--- config.mk ---
export PLATFORM = sky130hd
export DESIGN_NAME = http_request_field_extractor
export DESIGN_NICKNAME = d
export VERILOG_FILES = /design/src/design/hrfe_pkg.sv /design/src/design/hrfe_parser.sv /design/src/design/hrfe_out_stage.sv /design/src/design/http_request_field_extractor.sv
export SDC_FILE = /design/constraint.sdc
export NUM_CORES = 1
export LEC_CHECK = 0
export ABC_AREA = 1
export BUFFER_PORTS_ARGS = -buffer_cell sky130_fd_sc_hd__buf_2
export CAP_MARGIN = 20
export CORE_UTILIZATION = 45
export CTS_CLUSTER_SIZE = 10
export DETAILED_ROUTE_END_ITERATION = 7
export MAX_ROUTING_LAYER = met4
export PLACE_DENSITY = 0.65
export SLEW_MARGIN = 30
export SYNTH_ARGS = -nofsm -noshare
export SYNTH_HDL_FRONTEND = slang
export SYNTH_SLANG_ARGS = --single-unit
--- constraint.sdc ---
create_clock -name clk -period 5.13 [get_ports clk]
set_input_delay 1.539 -clock clk [delete_from_list [all_inputs] [get_ports clk]]
set_output_delay 1.539 -clock clk [all_outputs]
set_load 0.1 [all_outputs]
--- src/design/hrfe_pkg.sv ---
`timescale 1ns / 1ps

package hrfe_pkg;

  // Longest method that is passed on; later method bytes only set the flag.
  localparam int METHOD_MAX = 9;
  localparam int METHOD_LEN_W = $clog2(METHOD_MAX + 1);

  // Width of the internal body counter and of the reported count.
  localparam int COUNT_BITS = 32;
  localparam int BODY_W = 32;

  localparam logic [7:0] CH_LF    = 8'h0A;
  localparam logic [7:0] CH_SP    = 8'h20;
  localparam logic [7:0] CH_SLASH = 8'h2F;
  localparam logic [7:0] CH_COLON = 8'h3A;

  localparam logic [7:0] HOST_WORD [4] = '{8'h48, 8'h4F, 8'h53, 8'h54};
  localparam logic [2:0] HOST_LEN = 3'd4;

  localparam logic [2:0] KIND_METHOD  = 3'd0;
  localparam logic [2:0] KIND_TARGET  = 3'd1;
  localparam logic [2:0] KIND_HOST    = 3'd2;
  localparam logic [2:0] KIND_PORT    = 3'd3;
  localparam logic [2:0] KIND_SUMMARY = 3'd4;

  typedef enum logic [3:0] {
    PH_METHOD,
    PH_SEEK,
    PH_TARGET,
    PH_LINE_REST,
    PH_NAME,
    PH_LETTER,
    PH_HOST,
    PH_PORT,
    PH_SKIP,
    PH_BODY
  } phase_t;

  typedef struct packed {
    logic [7:0] in_byte;
    logic       end_of_stream;
  } in_item_t;

  typedef struct packed {
    logic [2:0]        field_kind;
    logic [7:0]        data_byte;
    logic [BODY_W-1:0] body_count;
    logic [7:0]        body_parity;
    logic              port_defaulted;
    logic              host_seen;
    logic              method_truncated;
    logic              run_end;
  } out_item_t;

  // Results produced by one input byte, in delivery order.
  typedef struct packed {
    logic [1:0] count;
    out_item_t  first;
    out_item_t  second;
  } step_res_t;

  function automatic out_item_t make_data(input logic [2:0] kind, input logic [7:0] data);
    out_item_t r;
    r = '0;
    r.field_kind = kind;
    r.data_byte = data;
    return r;
  endfunction

  function automatic logic is_alpha(input logic [7:0] b);
    return (b >= 8'h61 && b <= 8'h7A) || (b >= 8'h41 && b <= 8'h5A);
  endfunction

  function automatic logic [7:0] to_upper(input logic [7:0] b);
    return (b >= 8'h61 && b <= 8'h7A) ? b - 8'd32 : b;
  endfunction

endpackage

--- src/design/hrfe_parser.sv ---
`timescale 1ns / 1ps

module hrfe_parser (
  input  logic                clk,
  input  logic                rst,
  input  logic                step,
  input  hrfe_pkg::in_item_t  item,
  output hrfe_pkg::step_res_t res
);
  import hrfe_pkg::*;

  phase_t                  phase, phase_next;
  logic [2:0]              name_idx, name_idx_next;
  logic [7:0]              prev_byte, prev_byte_next;
  logic                    slash_pending, slash_pending_next;
  logic [METHOD_LEN_W-1:0] method_len, method_len_next;
  logic                    host_found, host_found_next;
  logic                    port_found, port_found_next;
  logic                    trunc, trunc_next;
  logic [COUNT_BITS-1:0]   byte_count, byte_count_next;
  logic [7:0]              xor_acc, xor_acc_next;

  out_item_t  res_n [2];
  logic [1:0] cnt;
  logic [7:0] b;
  logic       eos;
  out_item_t  summ;

  assign b = item.in_byte;
  assign eos = item.end_of_stream;

  always_comb begin
    phase_next = phase;
    name_idx_next = name_idx;
    slash_pending_next = slash_pending;
    method_len_next = method_len;
    host_found_next = host_found;
    port_found_next = port_found;
    trunc_next = trunc;
    byte_count_next = byte_count;
    xor_acc_next = xor_acc;
    res_n[0] = '0;
    res_n[1] = '0;
    cnt = 2'd0;
    summ = '0;

    case (phase)
      PH_METHOD: begin
        if (b == CH_SP) begin
          phase_next = PH_SEEK;
        end else if (b == CH_LF) begin
          phase_next = PH_NAME;
          name_idx_next = 3'd0;
        end else if (method_len < METHOD_LEN_W'(METHOD_MAX)) begin
          res_n[cnt[0]] = make_data(KIND_METHOD, b);
          cnt = cnt + 2'd1;
          method_len_next = method_len + METHOD_LEN_W'(1);
        end else begin
          trunc_next = 1'b1;
        end
      end
      PH_SEEK: begin
        if (slash_pending) begin
          slash_pending_next = 1'b0;
          // A slash is a target start only when the byte after it is not a slash.
          if (b != CH_SLASH) begin
            res_n[cnt[0]] = make_data(KIND_TARGET, CH_SLASH);
            cnt = cnt + 2'd1;
            if (b == CH_SP) begin
              phase_next = PH_LINE_REST;
            end else if (b == CH_LF) begin
              phase_next = PH_NAME;
              name_idx_next = 3'd0;
            end else begin
              if (!eos) begin
                res_n[cnt[0]] = make_data(KIND_TARGET, b);
                cnt = cnt + 2'd1;
              end
              phase_next = PH_TARGET;
            end
          end
        end else if (b == CH_SLASH && prev_byte != CH_SLASH) begin
          slash_pending_next = 1'b1;
        end else if (b == CH_LF) begin
          phase_next = PH_NAME;
          name_idx_next = 3'd0;
        end
      end
      PH_TARGET: begin
        if (b == CH_SP) begin
          phase_next = PH_LINE_REST;
        end else if (b == CH_LF) begin
          phase_next = PH_NAME;
          name_idx_next = 3'd0;
        end else begin
          res_n[cnt[0]] = make_data(KIND_TARGET, b);
          cnt = cnt + 2'd1;
        end
      end
      PH_LINE_REST, PH_SKIP: begin
        if (b == CH_LF) begin
          phase_next = PH_NAME;
          name_idx_next = 3'd0;
        end
      end
      PH_NAME: begin
        if (b == CH_LF) begin
          // An empty line ends the headers.
          if (name_idx == 3'd0) begin
            phase_next = PH_BODY;
          end
          name_idx_next = 3'd0;
        end else if (host_found) begin
          phase_next = PH_SKIP;
        end else if (name_idx < HOST_LEN && to_upper(b) == HOST_WORD[name_idx[1:0]]) begin
          if (name_idx + 3'd1 == HOST_LEN) begin
            host_found_next = 1'b1;
            name_idx_next = 3'd0;
            phase_next = PH_LETTER;
          end else begin
            name_idx_next = name_idx + 3'd1;
          end
        end else begin
          name_idx_next = 3'd0;
          phase_next = PH_SKIP;
        end
      end
      PH_LETTER: begin
        if (b == CH_LF) begin
          phase_next = PH_NAME;
        end else if (is_alpha(b)) begin
          res_n[cnt[0]] = make_data(KIND_HOST, b);
          cnt = cnt + 2'd1;
          phase_next = PH_HOST;
        end
      end
      PH_HOST: begin
        if (b == CH_LF) begin
          phase_next = PH_NAME;
        end else if (b == CH_COLON) begin
          port_found_next = 1'b1;
          phase_next = PH_PORT;
        end else begin
          res_n[cnt[0]] = make_data(KIND_HOST, b);
          cnt = cnt + 2'd1;
        end
      end
      PH_PORT: begin
        if (b == CH_LF) begin
          phase_next = PH_NAME;
        end else begin
          res_n[cnt[0]] = make_data(KIND_PORT, b);
          cnt = cnt + 2'd1;
        end
      end
      default: begin
        if (byte_count != '1) begin
          byte_count_next = byte_count + COUNT_BITS'(1);
        end
        xor_acc_next = xor_acc ^ b;
        phase_next = PH_BODY;
      end
    endcase
    prev_byte_next = b;

    if (eos) begin
      summ.field_kind = KIND_SUMMARY;
      summ.body_count = (COUNT_BITS > BODY_W && (byte_count_next >> BODY_W) != '0) ?
                        '1 : BODY_W'(byte_count_next);
      summ.body_parity = xor_acc_next;
      summ.port_defaulted = !port_found_next;
      summ.host_seen = host_found_next;
      summ.method_truncated = trunc_next;
      res_n[cnt[0]] = summ;
      cnt = cnt + 2'd1;
      // The next byte starts a fresh request.
      phase_next = PH_METHOD;
      name_idx_next = 3'd0;
      prev_byte_next = CH_SP;
      slash_pending_next = 1'b0;
      method_len_next = '0;
      host_found_next = 1'b0;
      port_found_next = 1'b0;
      trunc_next = 1'b0;
      byte_count_next = '0;
      xor_acc_next = 8'd0;
    end

    if (cnt == 2'd1) begin
      res_n[0].run_end = 1'b1;
    end else if (cnt == 2'd2) begin
      res_n[1].run_end = 1'b1;
    end
  end

  assign res.count = cnt;
  assign res.first = res_n[0];
  assign res.second = res_n[1];

  always_ff @(posedge clk) begin
    if (rst) begin
      phase <= PH_METHOD;
      name_idx <= 3'd0;
      prev_byte <= CH_SP;
      slash_pending <= 1'b0;
      method_len <= '0;
      host_found <= 1'b0;
      port_found <= 1'b0;
      trunc <= 1'b0;
      byte_count <= '0;
      xor_acc <= 8'd0;
    end else if (step) begin
      phase <= phase_next;
      name_idx <= name_idx_next;
      prev_byte <= prev_byte_next;
      slash_pending <= slash_pending_next;
      method_len <= method_len_next;
      host_found <= host_found_next;
      port_found <= port_found_next;
      trunc <= trunc_next;
      byte_count <= byte_count_next;
      xor_acc <= xor_acc_next;
    end
  end

`ifndef SYNTHESIS
  a_count_range: assert property (@(posedge clk) disable iff (rst) res.count != 2'd3)
    else $error("parser produced more than two results");
  a_summary_last: assert property (@(posedge clk) disable iff (rst)
    res.count == 2'd2 |-> res.first.field_kind != KIND_SUMMARY)
    else $error("summary is not the last result of its byte");
  a_eos_clears: assert property (@(posedge clk) disable iff (rst)
    step && eos |=> phase == PH_METHOD && byte_count == '0 && !host_found)
    else $error("end of stream did not clear the parser state");
`endif

endmodule

--- src/design/hrfe_out_stage.sv ---
`timescale 1ns / 1ps

module hrfe_out_stage (
  input  logic                 clk,
  input  logic                 rst,
  input  logic                 load,
  input  hrfe_pkg::step_res_t  res,
  output logic                 room,
  output logic                 res_valid,
  input  logic                 res_ready,
  output hrfe_pkg::out_item_t  res_item
);
  import hrfe_pkg::*;

  logic      v0, v1;
  out_item_t d0, d1;
  logic      pop;

  assign pop = v0 && res_ready;
  // Both slots are free by the next edge.
  assign room = !v0 || (pop && !v1);

  always_ff @(posedge clk) begin
    if (rst) begin
      v0 <= 1'b0;
      v1 <= 1'b0;
    end else if (load) begin
      v0 <= 1'b1;
      v1 <= (res.count == 2'd2);
    end else if (pop) begin
      v0 <= v1;
      v1 <= 1'b0;
    end
  end

  always_ff @(posedge clk) begin
    if (load) begin
      d0 <= res.first;
      d1 <= res.second;
    end else if (pop) begin
      d0 <= d1;
    end
  end

  assign res_valid = v0;
  assign res_item = d0;

`ifndef SYNTHESIS
  a_slot_order: assert property (@(posedge clk) disable iff (rst) v1 |-> v0)
    else $error("second slot holds a result while the first is empty");
  a_load_room: assert property (@(posedge clk) disable iff (rst)
    load |-> room && res.count != 2'd0)
    else $error("results loaded without room or without content");
`endif

endmodule

--- src/design/http_request_field_extractor.sv ---
`timescale 1ns / 1ps

// Channel   Handshake               Payload
// input     in_valid / in_ready     in_item   (in_byte, end_of_stream)
// output    res_valid / res_ready   res_item  (one extracted byte or the summary)
//
// A request byte is taken into an input register, parsed there combinationally and its
// zero to two results land in a two-slot output register.
// Sustained rate is one byte per cycle while res_ready stays high; after a byte that yields
// two results, the next byte waits in the input register while the output slots drain.
// Reset is synchronous and returns the parser to the start of a request.
// A stalled output stops loads once slot 0 holds a result, then the input register fills, then in_ready drops.
module http_request_field_extractor (
  input  logic                clk,
  input  logic                rst,
  input  logic                in_valid,
  output logic                in_ready,
  input  hrfe_pkg::in_item_t  in_item,
  output logic                res_valid,
  input  logic                res_ready,
  output hrfe_pkg::out_item_t res_item
);
  import hrfe_pkg::*;

  logic      s1_valid;
  in_item_t  s1_item;
  step_res_t step_res;
  logic      room;
  logic      advance;

  assign advance = s1_valid && (step_res.count == 2'd0 || room);
  assign in_ready = !s1_valid || advance;

  always_ff @(posedge clk) begin
    if (rst) begin
      s1_valid <= 1'b0;
    end else if (in_ready) begin
      s1_valid <= in_valid;
    end
  end

  always_ff @(posedge clk) begin
    if (in_valid && in_ready) begin
      s1_item <= in_item;
    end
  end

  hrfe_parser u_parser (
    .clk  (clk),
    .rst  (rst),
    .step (advance),
    .item (s1_item),
    .res  (step_res)
  );

  hrfe_out_stage u_out (
    .clk       (clk),
    .rst       (rst),
    .load      (advance && step_res.count != 2'd0),
    .res       (step_res),
    .room      (room),
    .res_valid (res_valid),
    .res_ready (res_ready),
    .res_item  (res_item)
  );

endmodule
==> results of run 1 <==
## power by group through the flow
stage | Combinational (W) | Sequential [W] | Clock [W]
finish | 0.000682 | 0.00171 | 0.00134
global route | 0.000733 | 0.00172 | 0.00142
CTS | 0.000685 | 0.00171 | 0.00136
detailed placement | 0.000683 | 0.00175 | 0
global placement | 0.000679 | 0.00174 | 0
floorplan | 0.000269 | 0.00203 | 0
## state kept, by name (all words and copies together), names as in the netlist, 3 cells and up
name,flops
u_parser.phase,4
u_out.d1,54
u_parser.byte_count,32
u_parser.name_idx,3
u_parser.method_len,4
u_parser.xor_acc,8
u_parser.prev_byte,8
s1_item,9
u_out.res_item,55
## synth_stat cells (2+ instances only)
cell type / count / share of area, %
buf_1: 2 / 0.079
nor3_1: 21 / 1.1
xnor2_1: 19 / 1.8
nand3_4: 2 / 0.37
nor2_2: 3 / 0.20
nor3b_1: 2 / 0.16
o21bai_1: 2 / 0.16
buf_6: 5 / 0.60
nor4_1: 8 / 0.53
dfxtp_1: 66 / 14
a21oi_1: 63 / 3.3
buf_2: 8 / 0.42
a31oi_1: 3 / 0.20
o21ai_1: 50 / 2.6
nand3_2: 3 / 0.32
nor2_4: 3 / 0.36
nand3_1: 64 / 3.4
nand2_1: 282 / 11
nor2_1: 190 / 7.5
clkinv_1: 3 / 0.12
clkbuf_1: 29 / 1.2
xor2_1: 23 / 2.1
edfxtp_1: 118 / 37
inv_1: 62 / 2.5
o21ai_0: 48 / 2.5
o31ai_1: 3 / 0.24
inv_2: 12 / 0.48
buf_4: 7 / 0.56
nand2_2: 6 / 0.40
nor3_2: 2 / 0.21
nand4_1: 13 / 0.86
nand2_4: 4 / 0.48
ha_1: 12 / 1.6
## final timing paths
kind                                       to  slack, ns  cells past startpoint
min reg2reg  u_parser.xor_acc[1]$_SDFFE_PP0P_       0.48                      2
min          u_parser.xor_acc[1]$_SDFFE_PP0P_       0.48                      2
max reg2reg      u_out.res_item[43]$_DFFE_PP_       1.28                     15
max                                  in_ready       0.45                     15
## critical path, delay by kind of cell, from the launching register on
family        cells  cell delay (ns)
buf+inv           4             0.39
fa+ha+maj         2             0.60
simple gates      9             1.20
flops             1             0.53
## logic make-up after synthesis
family / count (synthesis)
compound gates: 177
flops: 184
simple gates: 605
xor+xnor: 42
buf+inv: 129
fa+ha+maj: 12
## layout make-up
class / instances / share of cell area, %
timing repair buffer: 78 / 4.05
clock inverter: 14 / 1.73
inverter: 78 / 2.79
clock buffer: 18 / 4.06
tap: 270 / 3.20
multi-input combinational: 836 / 38.2
sequential: 184 / 46.0
## stage by stage
stage | utilization, % | hold WS [ns] | std cells
final | 51.8 | 0.481 | 1478
after global routing | 51.8 | 0.496 | 1478
after CTS | 51.7 | 0.480 | 1478
after detailed placement | 48.7 | 0.470 | 1446
after global placement | 48.7 | 0.464 | 1446
after floorplan | - | 0.453 | 1149
## metal layers
metal / GRT usage [%] / share of wire [%] / up-vias
met2: 34.8 / 44 / 249
met4: 6.08 / 1.2 / 0
li1: - / - / 3905
met5: - / 0 / -
met1: 35.1 / 50 / 3694
met3: 3.04 / 5.5 / 24
==> results by group, run 1 <==
Run status
  • Run status: completed

Drt
  • Detailed-route via count: around 8000
  • Post-DRT Antenna Nets: 0
  • Remaining design rule violation count: 0
  • First-pass DRT Iterations: 5
  • Post-detailed-route via-to-cell ratio: 5.33
  • Final Routed Wirelength: between 20000 and 25000 um
  • Number of violations reported at the end of detailed-routing iteration 0: 743
  • Average routed wire per standard cell: 16.3 um

Power
  • Power consumption: 0.00374 W
  • Worst-case vdd ir drop: about 0.23 mV
  • Power density normalized to cell area: around 350 mW/mm2
  • Share of power burned in combinational logic: 18.3%
  • Part of the total power dissipated in the clock network: a little over a third
  • Switching power summed over all nets: around 0.0012 W
  • Cell-internal power: 0.00249 W
  • Switch share: 33.3%
  • Static leakage: roughly 3.9 nW
  • Sequential Power Share: between 40% and 50%

Cells and area
  • Finished layout cell area: around 0.011 mm2
  • Number of inserted diodes: 0
  • Nets: around 1200
  • Multi-input gate area in the final layout: roughly 0.0040 mm2
  • Fraction of layout cells with a size suffix above 1: approximately 12%
  • Most frequent cells in the layout: nand2_1, nor2_1, edfxtp_1
  • Register area: approximately 0.0049 mm2
  • Number of fillers in the final layout: between 1500 and 2000
  • Area added between synthesis and finish: 11.8%
  • Leading cell type in the layout, fill and taps excluded: nand2_1

Timing
  • Highest clock rate: roughly 210 MHz
  • Number of pins exceeding their max-slew limit in the final report: 0
  • Endpoints failing setup: 0
  • Worst relative slew slack: about half
  • Post-route setup TNS: 0 ns
  • Post-route setup slack: roughly 0.45 ns
  • Transition time of the tightest slew-check pin: roughly 0.77 ns
  • Setup repair after global routing missed its margin: false
  • Hold Violations, Final: 0
  • Ratio of final minimum period to clock period: between 90% and 100%
  • Final Critical Period: 4.68 ns
  • Worst-case clock skew: ~0.018 ns

Synth
  • Synthesized-area fraction occupied by ao, oa, aoi and oai cells: under 10%
  • Multiplexer share of the synthesized area: 0%
  • Instance count of the mapped netlist: between 1000 and 1500
  • Main combinational cell family by area after synthesis: simple AND/OR/NAND/NOR gates
  • #FFs+latches synth: approximately 180
  • Synthesized area: between 0.009 and 0.01 mm2
  • Simple-gate share of the synthesized area: between 20% and 30%
  • Area share of xor/xnor cells in the synthesized design: under 10%
  • Number of enable flip-flop cells after synthesis: about 120
  • Number of distinct library cells after synthesis: 44
  • Syn Nets: around 1200
  • Mean area per synthesized cell: between 8 and 9 um2
  • Synthesis Warnings: 0
  • Sequential area share after synthesis: between 50% and 60%
  • Post-Synth Adder-Cell Area: under 10%
  • Fraction of registers with async set or reset after synthesis: 0%
  • Most common flop cell mapped by yosys: edfxtp_1

Clock tree
  • Number of levels the H-tree was split into: 4
  • Worst skew pair latency: roughly 0.44 ns
  • Number of clock sinks: roughly 180
  • Count of instances resized after the clock tree is built: 0
  • Number of hold-repair buffers added at the cts stage: 0
  • Post-CTS Setup Inserts: 0
  • Clock buffer count from CTS: 17
  • TritonCTS clock tree: built
  • Root Buffer Master: clkbuf_16
  • Clock transition at the registers of the reported paths: ~0.080 ns
  • Buffer levels on the longest clock path: 2

Die
  • Die W: ~150 um
  • Die Outline Area: about 0.022 mm2
  • Vert. Die Dim: ~150 um
  • Floorplan Core Area: between 0.02 and 0.025 mm2
  • Number of placement rows: 52
  • Number of top-level pins: 70
  • Starting density of the core: ~46%

GRT
  • Initial antenna violation count: 0
  • Vias in the first global route: roughly 7000
  • Total gr overflow: 0
  • Global router's overall resource usage: 23.9%
  • Largest net degree at the start of global routing: between 50 and 60
  • Global-route wire length before repair: 39100 um

Setup path
  • Worst setup startpoint: s1_item[6]$_DFFE_PP_
  • Critical Path Sink Type: output port
  • Largest driver fanout on the critical path: 10
  • Critical-path cell with the highest stage delay: edfxtp_1
  • Startpoint of the worst register-to-register path: s1_item[6]$_DFFE_PP_
  • Setup CP Type: reg2out
  • Crit path top cell by count: nand2_1
  • Delay of the slowest cell on the worst path: 0.53 ns
  • Element type at the critical path start: flop
  • CP required: around 3.6 ns
  • Arrival time reported for the critical path endpoint: roughly 3.1 ns
  • List of cells traversed by the critical path: ha_1 > nand2_1 > nor2_1 > nor2_1 > nand3_1 > nand2_1 > inv_2 > nand2_4 > inv_1 > ha_1 > nand3_4 > nand2_4 > inv_1 > nand2_1 > buf_12

Run
  • Number of max-cap violations: 0

Worst hold path
  • Class of the tightest hold or removal check: reg2reg
  • Worst hold path startpoint: u_parser.xor_acc[1]$_SDFFE_PP0P_

Placed design
  • Port Buffers: a little under 70
  • Worst Setup Slack post-DPL: between 0.9 and 1 ns
  • Routability congestion estimate from global placement: approximately 0.94
  • Post-DP HPWL: roughly 17000 um
  • Placement-stage cell area: 0.00996 mm2
(Power assumes the default switching activity.)
==> run 2: changes to the inputs <==
--- a/config.mk
+++ b/config.mk
@@ -8,11 +8,12 @@
 export ABC_AREA = 1
 export BUFFER_PORTS_ARGS = -buffer_cell sky130_fd_sc_hd__buf_2
 export CAP_MARGIN = 20
-export CORE_UTILIZATION = 45
+export CORE_UTILIZATION = 49
+export CTS_CLUSTER_DIAMETER = 50
 export CTS_CLUSTER_SIZE = 10
 export DETAILED_ROUTE_END_ITERATION = 7
 export MAX_ROUTING_LAYER = met4
-export PLACE_DENSITY = 0.65
+export PLACE_DENSITY = 0.69
 export SLEW_MARGIN = 30
 export SYNTH_ARGS = -nofsm -noshare
 export SYNTH_HDL_FRONTEND = slang
==> run 2 against run 1 <==
  * First-iteration DRC count decreased by 0.27%
  * Combinational power decreased by 0.9%
  * Flip-flop and latch count unchanged
  * Count of clock-buffer cells in the layout unchanged
  * Worst hold slack got worse by 0.00074 ns
  * Clock skew decreased by 0.011 ns
  * Sequential share of layout area increased by 0.16 points
  * Wire length decreased by 5.4%
  * Utilization increased by 4.2 points
  * Largest cell class unchanged
==> results by group, run 2 (synthesis gave the netlist of run 1 again) <==
Placed design
  • Number of placed instances with taps included: 1436 (-0.69%)
  • Port Buffers: 69 (unchanged)
  • Routability congestion estimate from global placement: 0.916 (-2.4%)
  • Post-DP HPWL: 16000 um (-4.5%)

Clock tree
  • Count of instances resized after the clock tree is built: 0 (unchanged)
  • Root Buffer Master: clkbuf_16
  • Number of hold-repair buffers added at the cts stage: 0 (unchanged)
  • Number of clock sinks: 184 (unchanged)
  • TritonCTS clock tree: built
  • Clock buffer count from CTS: 17 (unchanged)
  • Clock transition at the registers of the reported paths: 0.07 ns (about the same)
  • Number of levels the H-tree was split into: 4 (unchanged)
  • Worst skew pair latency: 0.43 ns (about the same)
  • Post-CTS Setup Inserts: 0 (unchanged)
  • Buffer levels on the longest clock path: 2 (unchanged)

Cells and area
  • Nets: 1220 (unchanged)
  • Area added between synthesis and finish: 11.4%
  • Leading cell type in the layout, fill and taps excluded: nand2_1
  • Fraction of layout cells with a size suffix above 1: 12.3% (-0.083 points)
  • Most frequent cells in the layout: nand2_1, nor2_1, edfxtp_1
  • Flip-flop count of the largest register, all copies and words added: 55 (unchanged)
  • Number of inserted diodes: 0 (unchanged)
  • Core utilization of the finished layout: 55.9% (+4.2 points)
  • Final non-filler cell total: 1468 (-0.68%)

Setup path
  • Element type at the critical path start: flop
  • Crit path buf inv count: 4 (unchanged)
  • Setup slack of the worst register-to-register path: 1.40 ns (+0.12 ns)
  • Delay of the slowest cell on the worst path: 0.52 ns (about the same)
  • Critical-path cell with the highest stage delay: edfxtp_1
  • FF-to-FF End: u_out.d1[26]$_SDFFCE_PN0P_
  • Arrival time reported for the critical path endpoint: 3.15 ns (about the same)
  • Critical path destination: in_ready
  • Worst-case reg-to-reg path depth: 15 (unchanged)
  • Critical Path Sink Type: output port
  • Setup CP Type: reg2out
  • Largest driver fanout on the critical path: 10 (unchanged)
  • Startpoint of the worst register-to-register path: s1_item[7]$_DFFE_PP_
  • Cell count along the critical path: 15 (unchanged)
  • Worst setup startpoint: s1_item[6]$_DFFE_PP_
  • List of cells traversed by the critical path: ha_1 > nand2_1 > nor2_1 > nor2_1 > nand3_1 > nand2_1 > inv_2 > nand2_4 > inv_1 > ha_1 > nand3_4 > nand2_4 > inv_1 > nand2_1 > buf_12
  • Crit path top cell by count: nand2_1
  • Cell family with most CP delay: simple AND/OR/NAND/NOR gates
  • CP required: 3.59 ns (about the same)

Power
  • Share of power burned in combinational logic: 18.2% (about the same)
  • Switch share: 33.0% (-0.31 points)
  • Cell-internal power: 0.00249 W (-0.38%)
  • Part of the total power dissipated in the clock network: 35.6% (-0.3 points)
  • Power density normalized to cell area: 352 mW/mm2 (-0.50%)
  • Static leakage: 3.85 nW (-0.30%)
  • Switching power summed over all nets: 0.00122 W (-1.8%)
  • Worst-case vdd ir drop: 0.229 mV (-1.3%)
  • Sequential Power Share: 46.2% (+0.4 points)
  • Power consumption: 0.00371 W (-0.85%)

Drt
  • Average routed wire per standard cell: 15.5 um (-4.8%)
  • Detailed-route via count: 7818 (-0.69%)
  • Post-detailed-route via-to-cell ratio: 5.33 (about the same)
  • Post-DRT Antenna Nets: 0 (unchanged)
  • Remaining design rule violation count: 0 (unchanged)
  • Number of violations reported at the end of detailed-routing iteration 0: 741 (-0.27%)
  • Final Routed Wirelength: 22800 um (-5.4%)
  • First-pass DRT Iterations: 5 (unchanged)

Die
  • Starting density of the core: 50.2% (+3.9 points)
  • Number of top-level pins: 70 (unchanged)
  • Number of placement rows: 50 (-3.8%)
  • Vert. Die Dim: 141 um (-4.1%)
  • Die Outline Area: 0.0199 mm2 (-8.1%)
  • Die W: 141 um (-4.1%)
  • Floorplan Core Area: 0.0188 mm2 (-7.8%)

Timing
  • Final Critical Period: 4.69 ns (+0.0114 ns)
  • Post-route setup TNS: 0 ns (unchanged)
  • Setup repair after global routing missed its margin: false
  • Number of pins exceeding their max-slew limit in the final report: 0 (unchanged)
  • Highest clock rate: 213 MHz (-0.24%)
  • Worst Hold Margin: 0.481 ns (-0.000736 ns)
  • Endpoints failing setup: 0 (unchanged)
  • Worst-case clock skew: 0.00740 ns (-0.0110 ns)
  • Worst relative slew slack: 42.1% (-6.7 points)
  • Transition time of the tightest slew-check pin: 0.867 ns (+0.0993 ns)
  • Hold Violations, Final: 0 (unchanged)
  • Ratio of final minimum period to clock period: 91.4% (+0.22 points)

GRT
  • Total gr overflow: 0 (unchanged)
  • Global router's overall resource usage: 24.4% (+0.47 points)
  • Global-route wire length before repair: 36600 um (-6.5%)
  • Initial antenna violation count: 0 (unchanged)
  • Largest net degree at the start of global routing: 59 (unchanged)
  • Vias in the first global route: 6788 (-4.7%)

Run status
  • Run status: completed

Run
  • Number of max-cap violations: 0 (unchanged)

Worst hold path
  • Class of the tightest hold or removal check: reg2reg
==> run 2: cell count changes in the layout (fill, tap and decap cells not counted) <==
cell,delta
nand2_2,-1
inv_6,+2
clkinv_2,+1
clkinv_4,-1
clkinv_8,-2
nand2_1,+1
inv_8,-1
clkinvlp_4,+1
==> run 2: final cells by class <==
cell class              instances  area [um2]
flip-flops and latches        184        4860
clock buffers                  18         429
well taps                     260         325
fillers                      1740        8300
clock inverters                14         160
multi-input cells             836        4030
repair buffers                 78         428
inverters                      78         295
==> run 2: power by group through the flow <==
stage	registers, W	clock network (W)	logic [W]
after floorplan	0.00203	0	0.000269
after global placement	0.00174	0	0.000673
after detailed placement	0.00175	0	0.000675
after CTS	0.00171	0.00134	0.000676
after global routing	0.00172	0.00139	0.000724
final	0.00171	0.00132	0.000676
==> run 2: how the worst min path moves through the flow <==
stage,startpoint,to,cells after the start
6_report,u_parser.xor_acc[4]$_SDFFE_PP0P_,u_parser.xor_acc[4]$_SDFFE_PP0P_,2
5_1_grt,u_parser.xor_acc[4]$_SDFFE_PP0P_,u_parser.xor_acc[4]$_SDFFE_PP0P_,2
4_1_cts,u_parser.xor_acc[4]$_SDFFE_PP0P_,u_parser.xor_acc[4]$_SDFFE_PP0P_,2
3_5_place_dp,u_parser.xor_acc[4]$_SDFFE_PP0P_,u_parser.xor_acc[4]$_SDFFE_PP0P_,2
3_3_place_gp,u_parser.xor_acc[5]$_SDFFE_PP0P_,u_parser.xor_acc[5]$_SDFFE_PP0P_,2
2_1_floorplan,u_parser.byte_count[15]$_SDFFE_PP0P_,u_parser.byte_count[15]$_SDFFE_PP0P_,2
==> run 2: through the flow <==
step | area [um2] | setup WS (ns)
after floorplan | 9460 | 0.784
after global placement | 9950 | 0.810
after detailed placement | 9950 | 0.804
after CTS | 10500 | 0.444
after global routing | 10500 | 0.199
final | 10500 | 0.439
==> run 2: metal layers <==
layer / track usage (%) / wire length, um
met4: 5.89 / 229
met3: 3.23 / 1180
met5: - / 0
met2: 33.9 / 9670
met1: 37.3 / 11700
==> run 2: tightest hold or removal path, cell delays in order, from the launching register on <==
cell     delay [ns]
dfxtp_1        0.32
nand2_1        0.06
a21oi_1        0.06
